File: src/rtl/cch_pkg.sv
// ----------------------------------------------------------------------------
// cch_pkg
// Shared types, widths and constants of the calibrated compass heading core.
// ----------------------------------------------------------------------------
package cch_pkg;

    localparam int RAW_W      = 16;              // raw counts and register width
    localparam int DIFF_W     = RAW_W + 1;       // offset-corrected axis
    localparam int PROD_W     = RAW_W + DIFF_W;  // coefficient times axis
    localparam int SUM_W      = PROD_W + 2;      // sum of three products
    localparam int MAG_W      = SUM_W - 1;       // magnitude of a sum
    localparam int SHIFT_W    = 6;
    localparam int NORM_MSB   = 40;              // larger magnitude lands in [2^40, 2^41)
    localparam int CV_W       = 45;              // CORDIC x/y datapath
    localparam int ANG_W      = 25;              // CORDIC angle, Q16 degrees
    localparam int ACC_W      = 27;              // angle plus half-plane offset
    localparam int ANG_FRAC   = 16;
    localparam int DEG_W      = 10;
    localparam int HEADING_W  = 9;
    localparam int CFG_IDX_W  = 3;
    localparam int TABLE_LEN  = 24;
    localparam int CORDIC_STEPS = 16;
    localparam int QUEUE_DEPTH  = 4;
    localparam int QPTR_W       = 2;

    localparam logic signed [ACC_W-1:0] ANG_180 = ACC_W'(180 * 65536);
    localparam logic signed [ACC_W-1:0] ANG_360 = ACC_W'(360 * 65536);

    localparam logic [HEADING_W-1:0] HD_0   = HEADING_W'(0);
    localparam logic [HEADING_W-1:0] HD_90  = HEADING_W'(90);
    localparam logic [HEADING_W-1:0] HD_180 = HEADING_W'(180);
    localparam logic [HEADING_W-1:0] HD_270 = HEADING_W'(270);
    localparam logic [DEG_W-1:0]     DEG_360 = DEG_W'(360);

    // atan(2^-i) in degrees, Q16, rounded to nearest
    localparam int ATAN_DEG_Q16 [TABLE_LEN] = '{
        2949120, 1740967, 919879, 466945, 234379, 117304, 58666, 29335,
        14668, 7334, 3667, 1833, 917, 458, 229, 115,
        57, 29, 14, 7, 4, 2, 1, 0
    };

    typedef enum logic [CFG_IDX_W-1:0] {
        REG_OFFSET_X = 3'd0,
        REG_OFFSET_Y = 3'd1,
        REG_OFFSET_Z = 3'd2,
        REG_SOFT_XX  = 3'd3,
        REG_SOFT_XY  = 3'd4,
        REG_SOFT_XZ  = 3'd5,
        REG_SOFT_YY  = 3'd6,
        REG_SOFT_YZ  = 3'd7
    } reg_idx_t;

    typedef struct packed {
        logic signed [RAW_W-1:0] offset_x;
        logic signed [RAW_W-1:0] offset_y;
        logic signed [RAW_W-1:0] offset_z;
        logic signed [RAW_W-1:0] soft_xx;
        logic signed [RAW_W-1:0] soft_xy;
        logic signed [RAW_W-1:0] soft_xz;
        logic signed [RAW_W-1:0] soft_yy;
        logic signed [RAW_W-1:0] soft_yz;
    } cfg_t;

    // corrected horizontal vector, common scale 2^14
    typedef struct packed {
        logic signed [SUM_W-1:0] xc;
        logic signed [SUM_W-1:0] yc;
    } vec_t;

    // per-item classification carried alongside the CORDIC
    typedef struct packed {
        logic                 special;
        logic [HEADING_W-1:0] spec_hd;
        logic                 left;
        logic                 up;
    } side_t;

endpackage

File: src/rtl/cch_queue.sv
// ----------------------------------------------------------------------------
// cch_queue
// Short first-in first-out buffer of corrected vectors between front and back.
// ----------------------------------------------------------------------------
module cch_queue
    import cch_pkg::*;
(
    input  logic clk,
    input  logic rst_n,
    input  logic in_valid,
    output logic in_ready,
    input  vec_t in_item,
    output logic out_valid,
    input  logic out_ready,
    output vec_t out_item
);

    vec_t              slot_reg [QUEUE_DEPTH];
    logic [QPTR_W-1:0] wr_ptr_reg, rd_ptr_reg;
    logic [QPTR_W:0]   count_reg, count_next;
    logic              push, pop;

    assign in_ready  = (count_reg != (QPTR_W+1)'(QUEUE_DEPTH));
    assign out_valid = (count_reg != '0);
    assign out_item  = slot_reg[rd_ptr_reg];
    assign push      = in_valid && in_ready;
    assign pop       = out_valid && out_ready;

    always_comb
    begin
        count_next = count_reg;
        if (push && !pop)
        begin
            count_next = count_reg + 1'b1;
        end
        else if (pop && !push)
        begin
            count_next = count_reg - 1'b1;
        end
    end

    always_ff @(posedge clk or negedge rst_n)
    begin
        if (!rst_n)
        begin
            wr_ptr_reg <= '0;
            rd_ptr_reg <= '0;
            count_reg  <= '0;
        end
        else
        begin
            count_reg <= count_next;
            if (push)
            begin
                wr_ptr_reg <= wr_ptr_reg + 1'b1;
            end
            if (pop)
            begin
                rd_ptr_reg <= rd_ptr_reg + 1'b1;
            end
        end
    end

    always_ff @(posedge clk)
    begin
        if (push)
        begin
            slot_reg[wr_ptr_reg] <= in_item;
        end
    end

endmodule

File: config.mk
export PLATFORM = sky130hd
export DESIGN_NAME = cch_queue
export DESIGN_NICKNAME = d
export VERILOG_FILES = /design/src/rtl/cch_pkg.sv /design/src/rtl/cch_queue.sv
export SDC_FILE = /design/constraint.sdc
export NUM_CORES = 1
export LEC_CHECK = 0
export ABC_CLOCK_PERIOD_IN_PS = 4200
export BUFFER_PORTS_ARGS = -buffer_cell sky130_fd_sc_hd__clkbuf_2
export CORE_MARGIN = 2
export CORE_UTILIZATION = 42
export CTS_CLUSTER_DIAMETER = 50
export DETAILED_ROUTE_END_ITERATION = 10
export GPL_ROUTABILITY_DRIVEN = 1
export PLACE_DENSITY = 0.6
export SYNTH_ARGS = -nofsm -noshare
export SYNTH_HDL_FRONTEND = slang
export SYNTH_SLANG_ARGS = --single-unit
export TNS_END_PERCENT = 30
File: constraint.sdc
create_clock -name clk -period 4.2 [get_ports clk]
set_clock_uncertainty 0.05 [all_clocks]
set_input_delay 0.63 -clock clk [delete_from_list [all_inputs] [get_ports clk]]
set_output_delay 0.63 -clock clk [all_outputs]
set_load 0.01 [all_outputs]
=== Word level (Yosys, flattened, before mapping) ===
Memories as Yosys holds them, arrays and structs flattened.
Index checks and enable logic that the tools add are counted.

* Bits in writable memories: 280
* Bits in read-only memories: 0
* Output and inout port bits: 72
* Register bits: 7
* Latch bits: 0
* Input port bits: 74
* Word-level logic and storage cells: 21
* Memories kept: 1

{| class="wikitable"
|+ Memories
! name !! depth !! width !! read ports !! clocked after Yosys merged registers in !! wr ports !! RTL line !! source
|-
| slot_reg || 4 || 70 || 1 || 0 || 1 || cch_queue.sv:18 || <nowiki>vec_t slot_reg [QUEUE_DEPTH];</nowiki>
|}

* Reduce and logical (&&, ||, !) cells: 8
* $mul: 0
* Div/mod/pow operators: 0
* $add $sub $neg: 4
* Equal/unequal tests: 1
* Bitwise operators: 0
* Shifts and indexed selects: 0
* Multiplexer cells: 4
* $lt $le $gt $ge: 0

{| class="wikitable"
|+ Operators by type and width
! cell !! number
|-
| $mux W3 || 2
|-
| $add A2 B1 Y2 const B || 2
|-
| $logic_and A1 B1 Y1 || 4
|-
| $add A3 B1 Y3 const B || 1
|-
| $ne A3 B3 Y1 const B || 1
|-
| $reduce_bool A3 Y1 || 1
|-
| $sub A3 B1 Y3 const B || 1
|-
| $logic_not A1 Y1 || 2
|-
| $mux W1 || 2
|-
| $reduce_bool A2 Y1 || 1
|}

=== Logic depth before layout (Yosys ltp) ===
Gate-level depths: netlist of the first run.

* Word-level depth: 6
* Gate-level depth with buffers: 8
* Depth with buffers taken out: 8

=== Least setup slack after synthesis of the first run ===
Ideal clock, no wire load.

* Kind: input-to-reg
* From: in in_valid
* To: mem slot_reg[0][0] (netlist name) (enable)
* Data required time: 3.714 ns
* Setup time: 0.436 ns
* Stages: 2
* Data arrival time: 2.576 ns
* Path buffers: 0
* Setup slack: 1.139 ns
* Cells stage by stage: a21boi_2 and2_1

* Cells in the longest elaborated chain, start to end: 3

{| class="wikitable"
|+ RTL lines
! element !! RTL line !! source
|-
| start, declared || cch_queue.sv:10 || <nowiki>input logic in_valid,</nowiki>
|-
| $logic_and A1 B1 Y1 || cch_queue.sv:26 || <nowiki>assign push = in_valid && in_ready;</nowiki>
|-
| $mux W1 || cch_queue.sv:66 || <nowiki>if (push)</nowiki>
|-
| $mux W1 (implied by the code) || cch_queue.sv:68 || <nowiki>slot_reg[wr_ptr_reg] <= in_item;</nowiki>
|-
| end, declared || cch_queue.sv:18 ||
|}

No other way between the ends.

==> results.txt, run 1 <==
The netlist area before placement is 10590 sq um. The critical-path maximum fanout is 19. The cell family contributing the most delay on the critical path is flip-flops.

The clock network power share came out at between 30 and 40%. Setup repair after global routing left no endpoint under its margin. The overall track demand over capacity in global routing came out at 15.00%. The share of synthesized cell area in full adder, half adder and majority cells came out at 0.7799%.

From left edge to right edge, the die measures approximately 160 microns. The internal cell power came out at 6791 uW. The H-tree was split into 2 levels. The worst register-to-register path ends at slot_reg[0][0]. The worst-case IR drop observed on VDD is 0.0003935 V.

For this block, the initial DRC count from the detailed router was 342. The signal on the critical path passes through buf_4 -> mux4_2 -> clkbuf_2. The average size of a mapped cell is roughly 26 sq um. The wire-length estimate of the detail-placed layout is 10750 microns. The combinational family with the most area after synthesis is multiplexers.

The share of total power in sequential cells came out at between 40% and 50%. The total of warnings raised by yosys came out at 0. Synthesis instantiated 20 different standard cells from the library. The required time of the worst setup path came out at 3.52 ns.

The run finished with clean final reports. The reg-to-reg critical path startpoint is count_reg[0]. 0 antenna diodes ended up in the layout. In this run the tightest slew margin relative to its limit is 24.50%. The via count of the routed design is 4739. The total of endpoints with negative setup slack in the final report came out at 0. The routed wirelength normalized by instance count is 20.95 microns.

The share of layout cells above drive strength 1 is 46.22%. The type of the tightest min-delay check is in2reg. The finished layout holds slightly above 900 standard cells, fillers aside.

Max-cap violations in this run came to 0. The die span in y is between 150 and 200 microns. At the pin with the least slew margin, the transition time is 1.133 ns. The analysis attributes to net switching a power of 2642 uW. For this run, the detailed router's first-pass iteration total came to 5. Together, buffers and inverters on the worst path number 2. After routing the design area is 12750 sq um. The type of element launching the critical path is a register.

The register with the most flip-flops in the layout has 280 of them. The share of total power in combinational logic came out at 24.8%. The largest stage delay on the critical path came out at 0.67 ns. The minimum setup slack among reg-to-reg paths came out at ~1.9 ns. The number of nets produced by synthesis is around 480. For hold timing, the worst endpoint is slot_reg[0][51].

The remaining design rule violation count came out at 0. The count of buffers inserted at the top-level ports is ~150. The via count of the first global-routing pass came to 5360.

The multiplexer fraction of the synthesized cell area is 15.17%. The portion of the clock cycle consumed by the worst path in the final layout is 71.85%. The fraction of the mapped netlist area in compound gates came out at 0.1063%. The CTS tree is yes. The number of buffers created by CTS is 34.

The worst setup path is of the reg2out kind. The synthesized netlist devotes 0.4845% of its cell area to simple gates. The CTS clock-pin slew for the worst setup and hold paths is 0.05 ns. After Yosys synthesis, XOR and XNOR cells account for less than 1% of the synthesized area. The total wire length after detailed routing came out at 19380 microns.

Summing all placed instances gives a cell area of 11580 sq um. The later-pin clock latency in the skew report came out at 0.49 ns. Derived from the worst setup path, the maximum achievable clock frequency is 331.4 MHz. The number of cells traversed by the worst hold path is 1. The total global routing overflow came out at 0.

The routability congestion estimate from global placement is just under 0.7. The root buffer cell chosen for the clock tree is sky130_fd_sc_hd__clkbuf_16. The final max-slew violation count came out at 0. The initial cell density of the core is approximately 42%. In the synthesized netlist, the number of instances is 401.

At the worst endpoint, the arrival time is 2.34 ns. The final hold violation count is 0. The most common cell after layout, fill and taps aside is sky130_fd_sc_hd__edfxtp_1. The final critical-path required period is 3.018 ns.

Of the total power, the share spent switching nets is 28.01%. The cell area power density is 739.8 nW/um^2. The flip-flop and latch count after synthesis came out at 287. The worst setup path is captured at an output pin.

The die covers 26500 sq um. Row generation in the floorplan step produced 58 rows. The sequential-to-total area share from yosys stat came out at 81.06%. The number of buffers inserted to repair setup after CTS came out at 0.

The largest individual stage delay along the critical path comes from the cell sky130_fd_sc_hd__dfrtp_4. The hold path startpoint is in_item[51]. The post-route total power came out at 9432 uW. The number of antenna violations at the first check in global routing was 2. Compared with the post-synthesis result, the final layout area differs by 20.41%.

The logic depth of the worst register-to-register path came out at 3. The I/O pin count came out at 146. The global-route wire length before repair came out at between 20000 and 30000 microns. The via density per instance is about 5. The net count of the finished layout is between 600 and 700. The CTS sink count came out at 287. The sum of negative setup slack came out at 0 ns. The number of nets still failing antenna checks after routing is 0. The maximum number of pins on one net before global-route repair is 72. The library cells used most frequently in the layout, excluding fill and tap cells, are sky130_fd_sc_hd__edfxtp_1, sky130_fd_sc_hd__clkbuf_2, sky130_fd_sc_hd__mux4_2. The floorplan core area came out at around 25000 sq um. The number of cells in the design after placement is 862.

The buffer depth of the longest clock path came out at 3. The leakage dissipation came out at 0.004396 uW.
cells in the mapped netlist (all sizes together):
| cell type | n | area share [%] |
|---|---|---|
| edfxtp | 280 | 79 |
| mux4 | 70 | 15 |
| buf | 15 | 1.8 |
| dfrtp | 7 | 1.7 |
| ha | 5 | 0.59 |
| and2 | 4 | 0.24 |
| xnor2 | 4 | 0.33 |
| inv | 3 | 0.11 |
| mux2 | 2 | 0.21 |
| nand2 | 2 | 0.071 |
| nor2 | 2 | 0.071 |
| xor2 | 2 | 0.17 |
| a21boi | 1 | 0.11 |
| clkbuf | 1 | 0.035 |
| fa | 1 | 0.19 |
| nand3 | 1 | 0.047 |
| or3 | 1 | 0.059 |
logic make-up (layout without fill, tap and decap cells):
family / count (synthesis) / count (layout)
simple gates: 10 / 10
fa+ha+maj: 6 / 6
flops: 287 / 287
xor+xnor: 6 / 6
mux: 72 / 72
compound gates: 1 / 1
buf+inv: 19 / 213
cell type report:
class	count	area [sq um]
well taps	330	412.9
repair buffers	148	763.2
clock buffers	43	948.4
fillers	2000	12210
clock inverters	19	209.0
flip-flops and latches	287	8591
multi-input cells	95	1814
inverters	3	11.26
power by group through the flow:
| stage | logic, uW | clock network [uW] | registers [uW] |
|---|---|---|---|
| 6_report | 2340 | 2950 | 4150 |
| 5_1_grt | 2540 | 3120 | 4220 |
| 4_1_cts | 2410 | 3020 | 4170 |
| 3_5_place_dp | 2400 | 0 | 4220 |
| 3_3_place_gp | 2370 | 0 | 4180 |
| 2_1_floorplan | 1820 | 0 | 3970 |
metrics by stage:
step / util (%) / hold slack, ns / setup slack (ns)
6_report: 51.07 / 0.3016 / 1.182
5_1_grt: 51.07 / 0.2859 / 1.028
4_1_cts: 51.07 / 0.2815 / 1.114
3_5_place_dp: 46.40 / 0.4251 / 1.628
3_3_place_gp: 46.40 / 0.4195 / 1.630
2_1_floorplan: - / 0.2844 / 1.139
timing repair:
action                                 in CTS  in global routing
gates resized for setup                     0                  0
hold buffers                                1                  0
endpoints found under the hold margin       7                  0
routing by layer:
| layer | global-route usage (%) | wire [microns] |
|---|---|---|
| met4 | 4.988 | 399 |
| met3 | 3.743 | 1293 |
| met2 | 25.44 | 9669 |
| met5 | 0 | 27 |
| met1 | 19.04 | 7988 |
worst max path at each step:
| stage | start | endpoint | slack [ns] | cells past startpoint |
|---|---|---|---|---|
| 6_report | rd_ptr_reg[0] | out_item[47] | 1.18 | 3 |
| 5_1_grt | rd_ptr_reg[0] | out_item[47] | 1.03 | 3 |
| 4_1_cts | rd_ptr_reg[0] | out_item[29] | 1.11 | 3 |
| 3_5_place_dp | in_valid | slot_reg[1][16] | 1.63 | 3 |
| 3_3_place_gp | rd_ptr_reg[0] | out_item[29] | 1.63 | 3 |
| 2_1_floorplan | in_valid | slot_reg[0][0] | 1.14 | 2 |
Power figures use the tool's default switching activity.
==> run 2: changes to the inputs <==
- ABC_CLOCK_PERIOD_IN_PS: 4200 -> 3050
- clock period: 4.2 -> 3.05 ns (I/O delays scaled with it)
==> run 2 against run 1 <==
- utilization is 0.31 points lower
- total power increased by 31%
- clock power is 11% higher
- count of clock-buffer cells in the layout down 4
- flip-flop and latch count is the same
- via count up 0.27%
- cell count is 0.76% higher
- sequential power is 33% higher
- sequential share of layout area is 0.41 points higher
- non-clock buffer count grew 15
- critical path type unchanged
- highest routed layer unchanged
==> results.txt, run 2 (same netlist as run 1, synthesis figures left out) <==
The remaining design rule violation count is 0. The overall track demand over capacity in global routing is 14.80%. After the first detailed-routing iteration, the DRC count stood at 204.

The worst setup path is captured at an output pin. The internal cell power is between 8000 and 9000 uW. Based on the critical path, the design can be clocked at up to 366.8 MHz. The number of violations of the max-capacitance limit is 0. The largest stage delay on the critical path came out at 0.65 ns. The first global-routing pass estimated 29410 microns of wire. The number of nets in the final layout came out at 660. The number of nets still failing antenna checks after routing is 0. The detailed route wirelength on metal2 is roughly 9500 microns. The number of detailed-route iterations in the first pass came out at 4. The number of flip-flops under the largest register name came out at 280. The post-route worst setup slack came out at 0.3238 ns. Setup repair after global routing left no endpoint under its margin. Timing analysis after detailed placement gives a worst setup slack of approximately 0.84 ns.

The total wire length after detailed routing came out at roughly 19000 microns. Of the total power, the share spent switching nets is 28.97%. The number of buffers inserted to repair setup after CTS came out at 0. The critical path's slowest cell is sky130_fd_sc_hd__dfrtp_4. The library cell used as clock root buffer is sky130_fd_sc_hd__clkbuf_16. The H-tree level count came out at 1. The placed wire-length estimate is 11920 microns. Traced cell by cell, the critical path runs through buf_4 -> mux4_2 -> clkbuf_2. The via density per instance came out at roughly 5. The final max-slew violation count was 0.

In this run the cell area measured after placement is 11770 sq um. The clock network power share is 26.4%. The number of placement rows is 58.

The number of antenna violations at the first check in global routing came to 1. The floorplan core area came out at roughly 25000 sq um. The initial cell density of the core is 42.42%. Compared with the post-synthesis result, the final layout area differs by 19.67%. The routability congestion estimate from global placement came out at 0.7166. The final hold violation count is 0.

The share of total power in sequential cells is 44.7%. The total of endpoints with negative setup slack in the final report came out at 0. The number of gates resized after CTS is 0.

The repair_antennas step left the layout with diodes totalling 0. VDD sags by at most 0.0005454 V. After clock tree synthesis, the clock-pin slew on the worst setup and hold paths is 0.06 ns. The data arrival time of the critical path came out at 2.22 ns. The transition time of the tightest slew-check pin is between 0.4 and 0.5 ns. After layout, the minimum clock period comes to approximately 2.7 ns.

The floorplan step set the die width to 162.8 microns. The CTS sink count is ~290. Buffers inserted during clock tree synthesis total 30. The maximum number of pins on one net before global-route repair is 36.

The min-delay analysis places its worst path in the category in2reg. The detailed router put a total of slightly above 8000 microns of wire on met1. The via count of the routed design came out at about 4800. The via count of the first global-routing pass is about 5100. The type of element launching the critical path is a register.

The critical-path maximum fanout is 16. The switching power summed over all nets is 3576 uW. The total global routing overflow came out at 0. The most common cell after layout, fill and taps aside is sky130_fd_sc_hd__edfxtp_1. Input and output buffers added on the ports amount to 145. The library cells used most frequently in the layout, excluding fill and tap cells, are sky130_fd_sc_hd__edfxtp_1, sky130_fd_sc_hd__clkbuf_2, sky130_fd_sc_hd__mux4_2. By startpoint and endpoint, the worst setup path is classified as reg2out.

The share of layout cells above drive strength 1 came out at between 40% and 50%. The leakage dissipation is 0.004357 uW. The cell area power density is 974.0 nW/um^2. The portion of the clock cycle consumed by the worst path in the final layout came out at 89.38%.

TritonCTS built the clock tree. Combinational logic is responsible for 29.0% of the overall power. The routed wirelength normalized by instance count came out at ~21 microns. Detailed routing placed a total of about 1400 microns of wire on met3. Routed signal wires occupy layers up through met5. The buffer depth of the longest clock path came out at 3.

The later-pin clock latency in the skew report is 0.53 ns. The die span in y came out at between 150 and 200 microns. The flow ran to the end, and the final reports show no timing, DRC or antenna violations. After routing the design area is about 13000 sq um. The sum of negative setup slack came out at 0 ns. The die footprint is about 26000 sq um. The I/O pin count came out at around 150. The worst slew margin relative to its limit is 71.46%. The required time of the worst setup path is ~2.5 ns.
[run 2: cell count changes in the layout (fill, tap and decap cells not counted), sizes merged]
cell | previous run | this run
clkinvlp | 2 | 4
clkinv | 11 | 10
clkbuf | 188 | 184
buf | 2 | 17
bufinv | 4 | 0
inv | 5 | 4
[run 2: metrics by stage]
step | util (%) | hold WS, ns | std cells | total power, uW
detailed placement | 47.15 | 0.2527 | 877 | 9285
global placement | 47.15 | 0.2473 | 877 | 9201
finish | 50.76 | 0.08739 | 932 | 12340
floorplan | - | 0.1119 | 401 | 7972
global route | 50.76 | 0.06637 | 932 | 12960
CTS | 50.76 | 0.06058 | 932 | 12570
[run 2: area by class of cell]
| type | instances | area, sq um |
|---|---|---|
| clock buffer | 39 | 805.8 |
| clock inverter | 15 | 86.33 |
| fill | 2014 | 12290 |
| inverter | 3 | 11.26 |
| multi-input combinational | 95 | 1814 |
| sequential | 287 | 8591 |
| tap | 330 | 412.9 |
| timing repair buffer | 163 | 950.9 |
[run 2: layer usage]
layer	global-route usage [%]	up-vias
li1	-	2080
met1	19.50	2500
met2	24.75	142
met3	4.100	28
met4	3.379	2
met5	0	-
[run 2: final timing paths]
kind | startpoint | depth (start not counted) | endpoint | slack (ns)
min reg2reg | count_reg[2] | 1 | count_reg[2] | 0.49
max reg2reg | count_reg[0] | 8 | count_reg[2] | 0.84
min in group asynchronous | rst_n | 2 | count_reg[1] | 0.26
max in group asynchronous | rst_n | 2 | rd_ptr_reg[1] | 2.51
min | in_item[48] | 1 | slot_reg[3][48] | 0.09
max | rd_ptr_reg[0] | 3 | out_item[18] | 0.32
[run 2: worst max-delay path, delay by kind of cell, from the launching register on]
kind,cells,cell delay (ns)
flip-flops,1,0.65
multiplexers,1,0.56
buffers and inverters,2,0.48
[run 2: repair_timing]
action	CTS	global route
setup endpoints to repair	0	0
endpoints found under the hold margin	7	0
hold buffers	1	0
[run 2: power by group through the flow]
| stage | clock (uW) | sequential, uW | combinational, uW |
|---|---|---|---|
| floorplan | 0 | 5460 | 2510 |
| global placement | 0 | 5550 | 3650 |
| detailed placement | 0 | 5610 | 3680 |
| CTS | 3340 | 5530 | 3690 |
| global route | 3490 | 5590 | 3880 |
| finish | 3260 | 5510 | 3570 |
==> run 3: changes to the inputs <==
- CELL_PAD_IN_SITES_DETAIL_PLACEMENT: not set -> 0
- CELL_PAD_IN_SITES_GLOBAL_PLACEMENT: not set -> 1
- CORE_ASPECT_RATIO: not set -> 1.25
- PLACE_DENSITY: 0.6 -> 0.67
==> run 3 against run 2 <==
- via count down 1.0%
- clock power up 4%
- total power up 0.55%
- first-iteration DRC count up 2.9%
- combinational power down 4%
- sequential power up 1%
- global-route usage down 0.055 points
- maximum frequency down 3.8%
- flip-flop and latch count unchanged
- die area about the same
- worst setup slack worse by 0.11 ns
- largest cell class unchanged
==> results.txt, run 3 (same netlist as run 1, synthesis figures left out) <==
The flow ran to the end, and the final reports show no timing, DRC or antenna violations. The remaining design rule violation count is 0. The initial detailed-routing violation count is 210.

The critical-path maximum fanout is 29. In this run the deepest clock path goes through 3 buffers. The net count of the finished layout is 654. In the final layout, the multi-input gates occupy 1814 sq um. The number of gates resized after CTS is 0.

The final critical-path required period came out at around 2.8 ns. The worst-case setup slack after placement came out at 0.7020 ns. The final hold violation count came out at 0. The via density per instance is 5.046. The global-route wire length before repair is 30060 microns. Across the whole layout, storage elements account for 8591 sq um. The number of placement rows is 65.

The worst slew margin relative to its limit came out at 66.96%. The maximum number of pins on one net before global-route repair came out at 43. The number of detailed-route iterations in the first pass came out at 4. The total wire length after detailed routing is a little under 20000 microns. The library cell used as clock root buffer is sky130_fd_sc_hd__clkbuf_16. The placed wire-length estimate came out at approximately 12000 microns. The total of endpoints with negative setup slack in the final report came out at 0. The final max-slew violation count is 0. The hold slack came out at 0.08925 ns. In this run the power density over the cells is slightly below 1000 nW/um^2. Data arrives at the worst endpoint at 2.33 ns. The initial cell density of the core came out at between 40 and 50%. Clock-pin slew was measured on the worst setup and hold paths at 0.06 ns. The number of violations of the max-capacitance limit came out at 0. The share of layout cells above drive strength 1 came out at 46.81%. Setup repair after global routing left no endpoint under its margin. The maximum clock frequency came out at 352.8 MHz. At the worst endpoint, the required time is 2.54 ns. The transition time of the tightest slew-check pin came out at 0.4955 ns. The H-tree level count is 1. The min-delay analysis places its worst path in the category in2reg. STA classifies the critical path endpoint as an output pin. In this run the critical register-to-register path is launched from count_reg[1]. The CTS tree is yes. Across the VDD grid, the largest voltage drop is 0.0005571 V. After routing, the total negative slack on setup checks comes to 0 ns.

The floorplan core area came out at around 25000 sq um. The via count of the first global-routing pass came out at 5230. Buffers inserted during clock tree synthesis total 29.

The critical setup path kind is reg2out. The fill cell instance count of the final layout is 2056. The via count of the routed design is 4703.

The die span in y came out at roughly 180 microns. The post-route worst setup slack is 0.2156 ns. The number of nets still failing antenna checks after routing is 0.

At the end of routability-driven placement, the weighted congestion stood at 0.6834. The die outline width is about 150 microns. The leakage dissipation came out at roughly 0.0044 uW. The top cell types in the final layout, fill and taps aside, are sky130_fd_sc_hd__edfxtp_1, sky130_fd_sc_hd__clkbuf_2, sky130_fd_sc_hd__mux4_2. The number of flip-flops under the largest register name came out at 280. The worst setup path is launched from a register. The most critical setup path has its startpoint at rd_ptr_reg[0]. The hold path startpoint is in_item[51]. The later-pin clock latency in the skew report is approximately 0.52 ns. The die covers 26510 sq um. Dividing the detail-routed wire length by the instance count gives 20.66 microns. The number of buffers inserted to repair setup after CTS is 0.

For this run the aggregate overflow at the end of global routing stands at 0. The area overhead of the layout relative to synthesis is 19.70%. The number of buffers added to fix hold violations after cts is 1. The number of antenna violations at the first check in global routing is 2. Leaving out fill and tap cells, the most frequent cell in the layout is sky130_fd_sc_hd__edfxtp_1. The CTS sink count came out at 287.

The I/O pin count is approximately 150. During placement, the flow inserted port buffers numbering between 100 and 150. The worst path uses approximately 93% of the clock period. The overall track demand over capacity in global routing came out at 14.74%.
[run 3: metal layers]
metal,global-route usage (%),share of wire [%],vias up
li1,-,-,2078
met1,16.93,37,2473
met2,28.02,56,126
met3,2.889,5.2,24
met4,4.000,1.7,2
met5,0,0.068,-
[run 3: worst max-delay path: stages, from the launching register on]
cell	delay (ns)
sky130_fd_sc_hd__dfrtp_4	0.75
sky130_fd_sc_hd__buf_12	0.31
sky130_fd_sc_hd__mux4_2	0.56
sky130_fd_sc_hd__clkbuf_2	0.15
[run 3: worst paths after layout]
path | endpoint | slack, ns | depth (start not counted)
setup / recovery | out_item[21] | 0.22 | 3
hold / removal | slot_reg[2][51] | 0.09 | 1
setup reg to reg | count_reg[2] | 0.82 | 8
hold reg to reg | count_reg[2] | 0.49 | 1
max in group asynchronous | rd_ptr_reg[1] | 2.49 | 2
min in group asynchronous | rd_ptr_reg[0] | 0.27 | 2
[run 3: area by class of cell]
| class | instances | share of cell area (%) |
|---|---|---|
| well taps | 335 | 3.307 |
| clock buffers | 33 | 5.844 |
| inverters | 3 | 0.08884 |
| clock inverters | 20 | 1.441 |
| multi-input cells | 95 | 14.31 |
| flip-flops and latches | 287 | 67.78 |
| repair buffers | 158 | 7.206 |
| diodes | 1 | 0.01974 |
[run 3: metrics by stage]
| stage | utilization, % | power [uW] | area [sq um] | std cells |
|---|---|---|---|---|
| after floorplan | - | 7972 | 10590 | 401 |
| after global placement | 46.86 | 9154 | 11740 | 877 |
| after detailed placement | 46.86 | 9250 | 11740 | 877 |
| after CTS | 50.59 | 12660 | 12670 | 931 |
| after global routing | 50.60 | 13030 | 12670 | 932 |
| final | 50.60 | 12410 | 12670 | 932 |
[run 3: where the power goes]
group | total, uW | leakage (uW) | switching (uW) | internal, uW
Sequential | 5580 | 0.00264 | 360 | 5220
Clock | 3390 | 0.000455 | 1400 | 2000
Combinational | 3440 | 0.00127 | 1780 | 1660
Total | 12400 | 0.00437 | 3540 | 8880
